<file path="src/hw/rtl/mcd_pkg.sv">
`default_nettype none

package mcd_pkg;

  // Default channel count and the depth of the tick record queue
  localparam int unsigned MCD_CHANNELS    = 6;
  localparam int unsigned MCD_QUEUE_DEPTH = 2;

  // Configuration port geometry: two 32-bit registers at byte addresses 0 and 4
  localparam int unsigned APB_DATA_W = 32;
  localparam int unsigned APB_ADDR_W = 3;

  localparam int unsigned TICKS_W     = 8;
  localparam logic [TICKS_W-1:0] TICKS_RESET = 8'd50;

  // Register index, taken from the word address bit
  typedef enum logic {
    REG_ACTIVE_LEVELS  = 1'b0,
    REG_DEBOUNCE_TICKS = 1'b1
  } reg_idx_t;

  // Per-channel debouncer state
  typedef enum logic [1:0] {
    ST_RELEASED   = 2'd0,
    ST_CONF_PRESS = 2'd1,
    ST_PRESSED    = 2'd2,
    ST_CONF_REL   = 2'd3
  } dbc_state_t;

  // Width of an index into n entries, at least one bit
  function automatic int unsigned idx_w(int unsigned n);
    return (n > 1) ? $clog2(n) : 1;
  endfunction

endpackage

`default_nettype wire

</file>
<file path="src/hw/rtl/multi_channel_debounce_fsm.sv">
`default_nettype none

// Multi-channel debouncer.
// Input queue side: push one item per timer tick with the raw level of every
// channel on pin_levels; it is taken when push is high and full is low.
// Result queue side: while empty is low, channel, edge_dir and last show the
// oldest confirmed edge; pop takes it. Edges of one tick come in ascending
// channel order and the final one carries last.
// Configuration: APB registers active_levels (0x0) and debounce_ticks (0x4);
// the user must write them only while the block is idle; the block does not
// enforce it, and pready is tied high. A tick's results pass through the
// record queue, the drain register and the output register. Throughput: one
// tick a cycle while the two-entry record queue has room, and one result a
// cycle on the output while the receiver pops; the output paces many-edge ticks.
// Reset: every channel released, countdowns zero, active_levels zero,
// debounce_ticks 50, both queues empty.
// Stall: the output register holds its item, records back up in the queue,
// and full rises once both record entries are taken.
module multi_channel_debounce_fsm
  import mcd_pkg::*;
#(
  parameter int unsigned CHANNELS = MCD_CHANNELS
) (
  input  logic                       clk,
  input  logic                       rst,
  input  logic                       psel,
  input  logic                       penable,
  input  logic                       pwrite,
  input  logic [APB_ADDR_W-1:0]      paddr,
  input  logic [APB_DATA_W-1:0]      pwdata,
  output logic [APB_DATA_W-1:0]      prdata,
  output logic                       pready,
  input  logic                       push,
  output logic                       full,
  input  logic [CHANNELS-1:0]        pin_levels,
  output logic                       empty,
  input  logic                       pop,
  output logic [idx_w(CHANNELS)-1:0] channel,
  output logic                       edge_dir,
  output logic                       last
);

  logic [CHANNELS-1:0]   active_levels;
  logic [TICKS_W-1:0]    debounce_ticks;
  reg_idx_t              reg_idx;
  logic                  cfg_write;
  logic                  accept;
  logic                  rec_push;
  logic [CHANNELS-1:0]   rec_mask;
  logic [CHANNELS-1:0]   rec_dirs;
  logic                  q_valid;
  logic                  q_pop;
  logic [2*CHANNELS-1:0] q_rdata;

  // Register decode
  assign pready    = 1'b1;
  assign reg_idx   = reg_idx_t'(paddr[APB_ADDR_W-1]);
  assign cfg_write = psel && penable && pwrite && pready;

  always_ff @(posedge clk) begin
    if (rst) begin
      active_levels  <= '0;
      debounce_ticks <= TICKS_RESET;
    end else if (cfg_write) begin
      unique case (reg_idx)
        REG_ACTIVE_LEVELS:  active_levels  <= pwdata[CHANNELS-1:0];
        REG_DEBOUNCE_TICKS: debounce_ticks <= pwdata[TICKS_W-1:0];
        default: ;
      endcase
    end
  end

  always_comb begin
    unique case (reg_idx)
      REG_ACTIVE_LEVELS:  prdata = APB_DATA_W'(active_levels);
      REG_DEBOUNCE_TICKS: prdata = APB_DATA_W'(debounce_ticks);
      default:            prdata = '0;
    endcase
  end

  assign accept = push && !full;

  mcd_front #(
    .CHANNELS(CHANNELS)
  ) u_front (
    .clk           (clk),
    .rst           (rst),
    .accept        (accept),
    .pin_levels    (pin_levels),
    .active_levels (active_levels),
    .debounce_ticks(debounce_ticks),
    .rec_push      (rec_push),
    .rec_mask      (rec_mask),
    .rec_dirs      (rec_dirs)
  );

  mcd_queue #(
    .WIDTH(2 * CHANNELS),
    .DEPTH(MCD_QUEUE_DEPTH)
  ) u_queue (
    .clk  (clk),
    .rst  (rst),
    .push (rec_push),
    .wdata({rec_mask, rec_dirs}),
    .full (full),
    .pop  (q_pop),
    .valid(q_valid),
    .rdata(q_rdata)
  );

  mcd_back #(
    .CHANNELS(CHANNELS)
  ) u_back (
    .clk     (clk),
    .rst     (rst),
    .q_valid (q_valid),
    .q_mask  (q_rdata[2*CHANNELS-1:CHANNELS]),
    .q_dirs  (q_rdata[CHANNELS-1:0]),
    .q_pop   (q_pop),
    .empty   (empty),
    .pop     (pop),
    .channel (channel),
    .edge_dir(edge_dir),
    .last    (last)
  );

endmodule

`default_nettype wire

</file>
<file path="src/hw/rtl/mcd_front.sv">
`default_nettype none

module mcd_front
  import mcd_pkg::*;
#(
  parameter int unsigned CHANNELS = MCD_CHANNELS
) (
  input  logic                clk,
  input  logic                rst,
  input  logic                accept,
  input  logic [CHANNELS-1:0] pin_levels,
  input  logic [CHANNELS-1:0] active_levels,
  input  logic [TICKS_W-1:0]  debounce_ticks,
  output logic                rec_push,
  output logic [CHANNELS-1:0] rec_mask,
  output logic [CHANNELS-1:0] rec_dirs
);

  dbc_state_t         state      [CHANNELS];
  dbc_state_t         state_next [CHANNELS];
  logic [TICKS_W-1:0] countdown      [CHANNELS];
  logic [TICKS_W-1:0] countdown_next [CHANNELS];
  logic [CHANNELS-1:0] on_lvl;

  // A channel is active when its raw level matches its configured level
  assign on_lvl = ~(pin_levels ^ active_levels);

  // Step every channel's debouncer for this tick
  always_comb begin
    for (int i = 0; i < CHANNELS; i++) begin
      state_next[i]     = state[i];
      countdown_next[i] = countdown[i];
      rec_mask[i]       = 1'b0;
      rec_dirs[i]       = 1'b0;
      unique case (state[i])
        ST_RELEASED: begin
          if (on_lvl[i]) begin
            countdown_next[i] = debounce_ticks;
            state_next[i]     = ST_CONF_PRESS;
          end
        end
        ST_CONF_PRESS: begin
          if (!on_lvl[i]) begin
            state_next[i] = ST_RELEASED;
          end else if (countdown[i] != '0) begin
            countdown_next[i] = countdown[i] - 1'b1;
          end else begin
            rec_mask[i]   = 1'b1;
            rec_dirs[i]   = 1'b1;
            state_next[i] = ST_PRESSED;
          end
        end
        ST_PRESSED: begin
          if (!on_lvl[i]) begin
            countdown_next[i] = debounce_ticks;
            state_next[i]     = ST_CONF_REL;
          end
        end
        ST_CONF_REL: begin
          if (on_lvl[i]) begin
            state_next[i] = ST_PRESSED;
          end else if (countdown[i] != '0) begin
            countdown_next[i] = countdown[i] - 1'b1;
          end else begin
            rec_mask[i]   = 1'b1;
            state_next[i] = ST_RELEASED;
          end
        end
        default: begin
          state_next[i] = ST_RELEASED;
        end
      endcase
    end
  end

  // Queue a record only for ticks that confirm at least one edge
  assign rec_push = accept && (rec_mask != '0);

  // Hold channel state between ticks, advance on each accepted tick
  always_ff @(posedge clk) begin
    if (rst) begin
      for (int i = 0; i < CHANNELS; i++) begin
        state[i]     <= ST_RELEASED;
        countdown[i] <= '0;
      end
    end else if (accept) begin
      for (int i = 0; i < CHANNELS; i++) begin
        state[i]     <= state_next[i];
        countdown[i] <= countdown_next[i];
      end
    end
  end

  // A confirmed edge on channel zero only comes out of a finished countdown
  a_edge_from_zero_count: assert property (@(posedge clk) disable iff (rst)
    (rec_mask[0]) |->
      ((state[0] == ST_CONF_PRESS || state[0] == ST_CONF_REL) && countdown[0] == '0))
    else $error("edge confirmed without an expired countdown");

endmodule

`default_nettype wire

</file>
<file path="src/hw/rtl/mcd_queue.sv">
`default_nettype none

module mcd_queue
  import mcd_pkg::*;
#(
  parameter int unsigned WIDTH = 2 * MCD_CHANNELS,
  parameter int unsigned DEPTH = MCD_QUEUE_DEPTH
) (
  input  logic             clk,
  input  logic             rst,
  input  logic             push,
  input  logic [WIDTH-1:0] wdata,
  output logic             full,
  input  logic             pop,
  output logic             valid,
  output logic [WIDTH-1:0] rdata
);

  localparam int unsigned PTR_W = idx_w(DEPTH);
  localparam int unsigned CNT_W = $clog2(DEPTH + 1);

  logic [WIDTH-1:0] slot [DEPTH];
  logic [PTR_W-1:0] wr_ptr;
  logic [PTR_W-1:0] rd_ptr;
  logic [CNT_W-1:0] count;

  assign full  = (count == CNT_W'(DEPTH));
  assign valid = (count != '0);
  assign rdata = slot[rd_ptr];

  // Store incoming records
  always_ff @(posedge clk) begin
    if (push) begin
      slot[wr_ptr] <= wdata;
    end
  end

  // Advance pointers and occupancy
  always_ff @(posedge clk) begin
    if (rst) begin
      wr_ptr <= '0;
      rd_ptr <= '0;
      count  <= '0;
    end else begin
      if (push) begin
        wr_ptr <= (wr_ptr == PTR_W'(DEPTH - 1)) ? '0 : wr_ptr + 1'b1;
      end
      if (pop) begin
        rd_ptr <= (rd_ptr == PTR_W'(DEPTH - 1)) ? '0 : rd_ptr + 1'b1;
      end
      if (push && !pop) begin
        count <= count + 1'b1;
      end else if (pop && !push) begin
        count <= count - 1'b1;
      end
    end
  end

  a_no_overflow: assert property (@(posedge clk) disable iff (rst)
    push |-> (!full || pop))
    else $error("record queue overflow");

  a_no_underflow: assert property (@(posedge clk) disable iff (rst)
    pop |-> valid)
    else $error("record queue underflow");

endmodule

`default_nettype wire

</file>
<file path="src/hw/rtl/mcd_back.sv">
`default_nettype none

module mcd_back
  import mcd_pkg::*;
#(
  parameter int unsigned CHANNELS = MCD_CHANNELS
) (
  input  logic                        clk,
  input  logic                        rst,
  input  logic                        q_valid,
  input  logic [CHANNELS-1:0]         q_mask,
  input  logic [CHANNELS-1:0]         q_dirs,
  output logic                        q_pop,
  output logic                        empty,
  input  logic                        pop,
  output logic [idx_w(CHANNELS)-1:0]  channel,
  output logic                        edge_dir,
  output logic                        last
);

  localparam int unsigned CH_W = idx_w(CHANNELS);

  logic [CHANNELS-1:0] cur_mask;
  logic [CHANNELS-1:0] cur_dirs;
  logic [CHANNELS-1:0] pick;
  logic [CHANNELS-1:0] rest;
  logic [CH_W-1:0]     pick_idx;
  logic                out_valid;
  logic                advance;
  logic                emit;
  logic                rec_done;

  // Isolate the lowest pending channel and encode it
  assign pick = cur_mask & (~cur_mask + 1'b1);
  assign rest = cur_mask & ~pick;

  always_comb begin
    pick_idx = '0;
    for (int i = 0; i < CHANNELS; i++) begin
      if (pick[i]) begin
        pick_idx = pick_idx | CH_W'(i);
      end
    end
  end

  assign advance  = !out_valid || pop;
  assign emit     = advance && (cur_mask != '0);
  assign rec_done = (cur_mask == '0) || (emit && (rest == '0));
  assign q_pop    = q_valid && rec_done;
  assign empty    = !out_valid;

  // Hold the record being drained; load the next one once it is used up
  always_ff @(posedge clk) begin
    if (rst) begin
      cur_mask <= '0;
    end else if (q_pop) begin
      cur_mask <= q_mask;
    end else if (emit) begin
      cur_mask <= rest;
    end
  end

  always_ff @(posedge clk) begin
    if (q_pop) begin
      cur_dirs <= q_dirs;
    end
  end

  // Output register: one item a cycle, held while the receiver stalls
  always_ff @(posedge clk) begin
    if (rst) begin
      out_valid <= 1'b0;
    end else if (advance) begin
      out_valid <= emit;
    end
  end

  always_ff @(posedge clk) begin
    if (emit) begin
      channel  <= pick_idx;
      edge_dir <= |(cur_dirs & pick);
      last     <= (rest == '0);
    end
  end

  a_emit_fills_output: assert property (@(posedge clk) disable iff (rst)
    emit |=> !empty)
    else $error("pending edge not presented");

endmodule

`default_nettype wire

</file>
<file path="config.mk">
export PLATFORM = sky130hd
export DESIGN_NAME = multi_channel_debounce_fsm
export DESIGN_NICKNAME = d
export VERILOG_FILES = /design/src/hw/rtl/mcd_pkg.sv /design/src/hw/rtl/multi_channel_debounce_fsm.sv /design/src/hw/rtl/mcd_front.sv /design/src/hw/rtl/mcd_queue.sv /design/src/hw/rtl/mcd_back.sv
export SDC_FILE = /design/constraint.sdc
export NUM_CORES = 1
export LEC_CHECK = 0
export ABC_AREA = 1
export BUFFER_PORTS_ARGS = -buffer_cell sky130_fd_sc_hd__clkbuf_2
export CELL_PAD_IN_SITES_DETAIL_PLACEMENT = 0
export CELL_PAD_IN_SITES_GLOBAL_PLACEMENT = 1
export CORE_ASPECT_RATIO = 1.2
export CORE_MARGIN = 5
export CORE_UTILIZATION = 45
export DETAILED_ROUTE_END_ITERATION = 7
export PLACE_DENSITY = 0.78
export SLEW_MARGIN = 10
export SYNTH_ARGS = -nofsm -noshare
export SYNTH_HDL_FRONTEND = slang
export SYNTH_HIERARCHICAL = 1
export SYNTH_SLANG_ARGS = --single-unit
</file>
<file path="constraint.sdc">
create_clock -name clk -period 3.1 [get_ports clk]
set_clock_uncertainty 0.15 [all_clocks]
set_input_delay 0.775 -clock clk [delete_from_list [all_inputs] [get_ports clk]]
set_output_delay 0.775 -clock clk [all_outputs]
set_load 0.01 [all_outputs]
</file>
Yosys cells after proc, flatten, opt, wreduce, memory -nomap -nowiden --
Memories as Yosys holds them, arrays and structs flattened. A register that Yosys moved wholly into a read port is not among the register bits. Cells that the tools add are included.
Cells by class: shifts and indexed selects 0, bitwise operators 20, multipliers 0, reductions and logical operators 38, $lt $le $gt $ge 0, $add $sub $neg 11, divide/modulo/power cells 0, equality and inequality tests 19, muxes and demuxes 139
Operators by type and width (number):
- 8-bit 2-to-1 mux | 36
- 8-bit case mux with 4 select lines | 6
- 2-bit 2-to-1 mux | 46
- 32-bit case mux with 2 select lines | 1
- 2-bit case mux with 4 select lines | 6
- 8-bit nonzero test | 6
- 8-bit by 1-bit subtractor with 8-bit output (second input constant) | 6
- 1-bit 2-to-1 mux | 36
- 2-bit == test (second input constant) | 13
- 6-bit bitwise AND | 3
- 6-bit inverter | 3
- 2-bit by 1-bit == test with 1-bit output (second input constant) | 6
- 2-bit zero test | 6
- 6-bit zero test | 2
- 6-bit 2-to-1 mux | 2
- 1-bit bitwise OR | 12
- 1-bit case mux with 2 select lines | 6
- 6-bit nonzero test | 2
- 1-bit logical AND | 9
- 6-bit by 1-bit adder with 6-bit output (second input constant) | 1
- 2-bit nonzero test | 3
- 6-bit OR reduction | 1
- 6-bit XOR | 1
- 1-bit zero test | 4
- 7 further kinds | 10
Word-level totals: bits in writable memories 84, memories 3, register bits 36, latch bits 0, input port bits 48, ROM bits 0, output and inout port bits 40
Memories:
- u_front.countdown | depth 6, width 8, rd ports 6, clocked after memory_dff 0, write ports 6, RTL line mcd_front.sv:21 | logic [TICKS_W-1:0] countdown [CHANNELS];
- u_queue.slot | depth 2, width 12, rd ports 1, clocked after memory_dff 1, write ports 1, RTL line mcd_queue.sv:22 | logic [WIDTH-1:0] slot [DEPTH];
- u_front.state | depth 6, width 2, rd ports 6, clocked after memory_dff 0, write ports 6, RTL line mcd_front.sv:19 | dbc_state_t state [CHANNELS];

Depth between registers and ports, before layout --
word-level depth 12, depth in mapped cells 18, mapped depth without buffers 18

Cells and area by module --
Netlist, hierarchy kept.
Modules (own cells, without submodules):
- mcd_front | sequential area each 1801.7 um2, times used 1, area an instance 4435.5 um2, cells each 541
- mcd_queue | sequential area each 820.8 um2, times used 1, area an instance 1133.6 um2, cells each 70
- multi_channel_debounce_fsm | sequential area each 280.3 um2, times used 1, area an instance 959.7 um2, cells each 140
- mcd_back | sequential area each 470.5 um2, times used 1, area an instance 844.6 um2, cells each 95

Least setup slack after synthesis --
Ideal clock, no wire load.
path kind input-to-reg, start point input port pin_levels[4], end point memory u_queue/slot[0][0] (netlist name) (enable), stages on the path 13, path slack 502 ps, arrival time 2067 ps, path through inv_1 > nand2_1 > nand2_1 > nand2_1 > nand2_1 > inv_2 > nor2_2 > nor2_1 > nand3_1 > nand2_1 > inv_1 > inv_1 > nor2_1
Between the ends: longest elaborated chain between the ends 8, elaborated cells between the ends (all ways) 9, classes of those cells mux (5); bitwise (2); reduce/logical (2)
Ends and longest elaborated chain:
- from (decl) | RTL line multi_channel_debounce_fsm.sv:35 | input logic [CHANNELS-1:0] pin_levels,
- 6-bit XOR (*) | RTL line mcd_front.sv:26 | assign on_lvl = ~(pin_levels ^ active_levels);
- 6-bit inverter (*) | RTL line mcd_front.sv:26
- 1-bit 2-to-1 mux (on tied branches) | RTL line mcd_front.sv:60, mcd_front.sv:43
- 1-bit case mux with 2 select lines (*) | RTL line mcd_front.sv:35 | unique case (state[i])
- named net rec_mask[4] | RTL line multi_channel_debounce_fsm.sv:49 | logic [CHANNELS-1:0] rec_mask;
- 6-bit nonzero test (*) | RTL line mcd_front.sv:77 | assign rec_push = accept && (rec_mask != '0);
- 1-bit logical AND (*) | RTL line mcd_front.sv:77
- named net rec_push | RTL line multi_channel_debounce_fsm.sv:48 | logic rec_push;
- 1-bit 2-to-1 mux (*) | RTL line mcd_queue.sv:33 | if (push) begin
- 1-bit 2-to-1 mux (not written as such) (*) | RTL line mcd_queue.sv:34 | slot[wr_ptr] <= wdata;
- to (decl) | RTL line mcd_queue.sv:22
The timed path passes the listed nets; every way through them passes the cells marked *.

==> flow_metrics.env <==
export IMPL_status="completed"
export IMPL_clkTransAtPathRegs_ns=0.05
export IMPL_cts_setup_buffers=0
export IMPL_synthArstFlopShare_pct=0
export IMPL_ios=88
export IMPL_worstSetupPathType="reg2reg"
export IMPL_first_iter_violations=386
export IMPL_regToRegEndpoint="u_queue/slot[1][6]"
export IMPL_crit_slowest_cell="inv_1"
export IMPL_post_cts_resized=0
export IMPL_dp_slack_ns=0.271
export IMPL_cts_root_buffer="clkbuf_16"
export IMPL_path_buf_inv=4
export IMPL_fin_cells=1123
export IMPL_ys_top_cells_by_area="edfxtp_1, nand2_1, dfxtp_1, inv_1, nor2_1"
export IMPL_grt_pass1_vias=5326
export IMPL_fill_cells=1562
export IMPL_power_total_w=0.00610
export IMPL_multi_input_area_um2=3300
export IMPL_routed_via_density=4.94
export IMPL_wl_per_cell_um=14.1
export IMPL_grt_pass1_wl_um=26300
export IMPL_ys_seq_area_share_pct=45.7
export IMPL_cts_hold_buf=0
export IMPL_core_um2=16100
export IMPL_antenna_found_initial=0
export IMPL_num_vias=5544
export IMPL_fin_crit_ns=2.56
export IMPL_hold_violations=0
export IMPL_p_per_area_nw_per_um2=739
export IMPL_critPathTopFamily="simple AND/OR/NAND/NOR gates"
export IMPL_fin_tns_setup_ns=0
export IMPL_fmax_mhz=391
export IMPL_maxSlewHeadroom_pct=24.9
export IMPL_crit_path_frequent_cell="inv_1"
export IMPL_postLayoutCoreUtil_pct=51.1
export IMPL_yosys_warnings=6
export IMPL_reg2reg_from="u_front/countdown[4][0]"
export IMPL_ff2ff_setup_slack_ns=0.54
export IMPL_synthFlopType="edfxtp_1"
export IMPL_rsz0062_at_grt="false"
export IMPL_ys_types=46
export IMPL_synth_edf_count=95
export IMPL_maxSlewViolCount=0
export IMPL_grt_max_degree=17
export IMPL_period_share_pct=82.6
export IMPL_numPortBuffers=36
export IMPL_grt_overflow=0
export IMPL_syn_inst=846
export IMPL_critical_path_max_stage_delay_ns=0.38
export IMPL_reg2reg_depth=12
export IMPL_htree_levels=4
export IMPL_min_from="u_queue/count[0]"
export IMPL_netlist_area_um2=7370
export IMPL_mostFrequentLayoutCell="nand2_1"
export IMPL_route_antenna_remaining_nets=0
export IMPL_cts_sinks=121
export IMPL_dp_cells=1092
export IMPL_cts_buffers_inserted=17
export IMPL_rows=51
export IMPL_seqCellArea_um2=3370
export IMPL_initial_core_util_pct=45.7
export IMPL_worstPathMaxFanout=13
export IMPL_layout_common_cells="nand2_1, inv_1, nor2_1"
export IMPL_crit_chain="inv_1 > ha_1 > inv_1 > nor2_2 > nand3_2 > nor2_2 > nor2_1 > nand3_1 > nand2_1 > inv_1 > nand2_1 > inv_1"
export IMPL_tritoncts="built"
export IMPL_clk_insertion_delay_late_ns=0.41
export IMPL_final_nets=962
export IMPL_cp_required_ns=2.99
export IMPL_ctsLongestPathBuffers=2
export IMPL_maxCapViolCount=0
export IMPL_hold_path_end="u_queue/count[0]"
export IMPL_drc_errors=0
export IMPL_grt_usage_pct=17.5
export IMPL_layout_setup_ws_ns=0.539
export IMPL_die_area_um2=19100
export IMPL_setup_viol=0
export IMPL_dp_hpwl_um=12000
export IMPL_worstMarginPinSlew_ns=1.12
export IMPL_worstHoldPathCells=1
export IMPL_layout_drive_gt1_share_pct=18.8
export IMPL_diodes=0
export IMPL_vdd_drop_max_uv=309
export IMPL_drt_pass1_iter_count=7
export IMPL_start_kind="flop"
export IMPL_cp_arrival_ns=2.45
export IMPL_synth_top_area_cell="edfxtp_1"
export IMPL_ys_seq_elements=121
export IMPL_syn_area_per_cell_um2=8.72
export IMPL_area_growth_pct=11.9
export IMPL_synth_top_cell_area_share_pct=38.7
export IMPL_wl_um=15800
export IMPL_min_path_type="reg2reg"
export IMPL_die_h_um=150
export IMPL_fp_dieW_um=127
export IMPL_power_leakage_nw=3.59
export IMPL_place_congestion=0.827
export IMPL_end_kind="flop"
==> registers in the layout, summed over array words and instances (netlist names), named ones only <==
name / count
u_back/cur_mask: 6
u_front/state: 12
u_back/channel: 3
u_back/out_valid: 1
u_back/last: 1
u_back/cur_dirs: 6
u_queue/slot: 24
u_front/countdown: 48
u_queue/rd_ptr: 1
u_back/edge_dir: 1
debounce_ticks: 8
u_queue/count: 2
active_levels: 6
u_queue/wr_ptr: 1
==> area by class of cell <==
type,instances,share of cell area [%]
sequential,121,40.9
multi-input combinational,581,39.9
inverter,128,5.90
clock buffer,21,5.34
timing repair buffer,50,3.46
tap,212,3.22
clock inverter,10,1.26
==> worst register-to-register path: cells and delay by family, from the launching register on <==
family                     cells  cell delay [ns]
adders and majority gates      1             0.17
and+or+nand+nor                7             0.79
DFF                            1             0.35
buffers and inverters          4             0.72
==> Yosys cell counts (3+ instances only) <==
master      n
a21oi_1    25
a21oi_2     3
buf_2       6
buf_4      27
buf_6       5
dfxtp_1    26
edfxtp_1   95
ha_1       15
inv_1     113
inv_2      12
mux2_4     10
nand2_1   152
nand2_2    14
nand2_4     3
nand3_1    51
nand3_2    10
nand4_1     7
nor2_1     97
nor2_2     18
nor2_4     14
nor3_1     10
o211ai_1    4
o21ai_0    30
o21ai_1     8
o22ai_1    25
xnor2_1    16
xor2_1     23
==> power by group <==
part	leakage (nW)	switching, W	internal (W)	total, W
Clock	0.266	0.000668	0.00116	0.00183
Sequential	1.16	0.000273	0.00216	0.00244
Combinational	2.17	0.00115	0.000676	0.00183
==> through the flow <==
| step | cell area, um2 | hold WS [ns] |
|---|---|---|
| CTS | 8250 | 0.355 |
| global placement | 7710 | 0.336 |
| detailed placement | 7710 | 0.340 |
| finish | 8250 | 0.353 |
| global route | 8250 | 0.409 |
| floorplan | 7460 | 0.316 |
==> worst max path at each step <==
stage	start	endpoint	cells past startpoint
final	u_front/countdown[4][0]	u_queue/slot[1][6]	12
after global routing	u_front/countdown[5][0]	u_queue/slot[1][0]	12
after CTS	u_front/countdown[4][0]	u_queue/slot[1][6]	12
after detailed placement	pin_levels[4]	u_queue/slot[1][6]	14
after global placement	pin_levels[4]	u_queue/slot[1][6]	14
after floorplan	pin_levels[4]	u_queue/slot[0][0]	13
==> routing by layer <==
metal  vias to the layer above  part of all wire, %  global-route usage [%]
met1                      2550                   44                    22.2
met2                       125                   50                    30.0
met3                        18                  4.4                    3.73
met4                         0                  1.5                    5.04
li1                       2851                    -                       -
met5                         -                    0                       0
==> cells by family (layout without fill, tap and decap cells) <==
family | count (synthesis) | in the layout | synth area share, %
AND/OR/NAND/NOR | 381 | 381 | 24.9
flip-flops | 121 | 121 | 45.7
AO/OA/AOI/OAI | 107 | 107 | 8.57
multiplexers | 12 | 12 | 2.34
adder cells (fa/ha/maj) | 15 | 15 | 2.55
buffers and inverters | 167 | 209 | 10.7
other | 2 | 25 | 0.102
XOR/XNOR | 41 | 41 | 5.07
(Power assumes the default switching activity.)
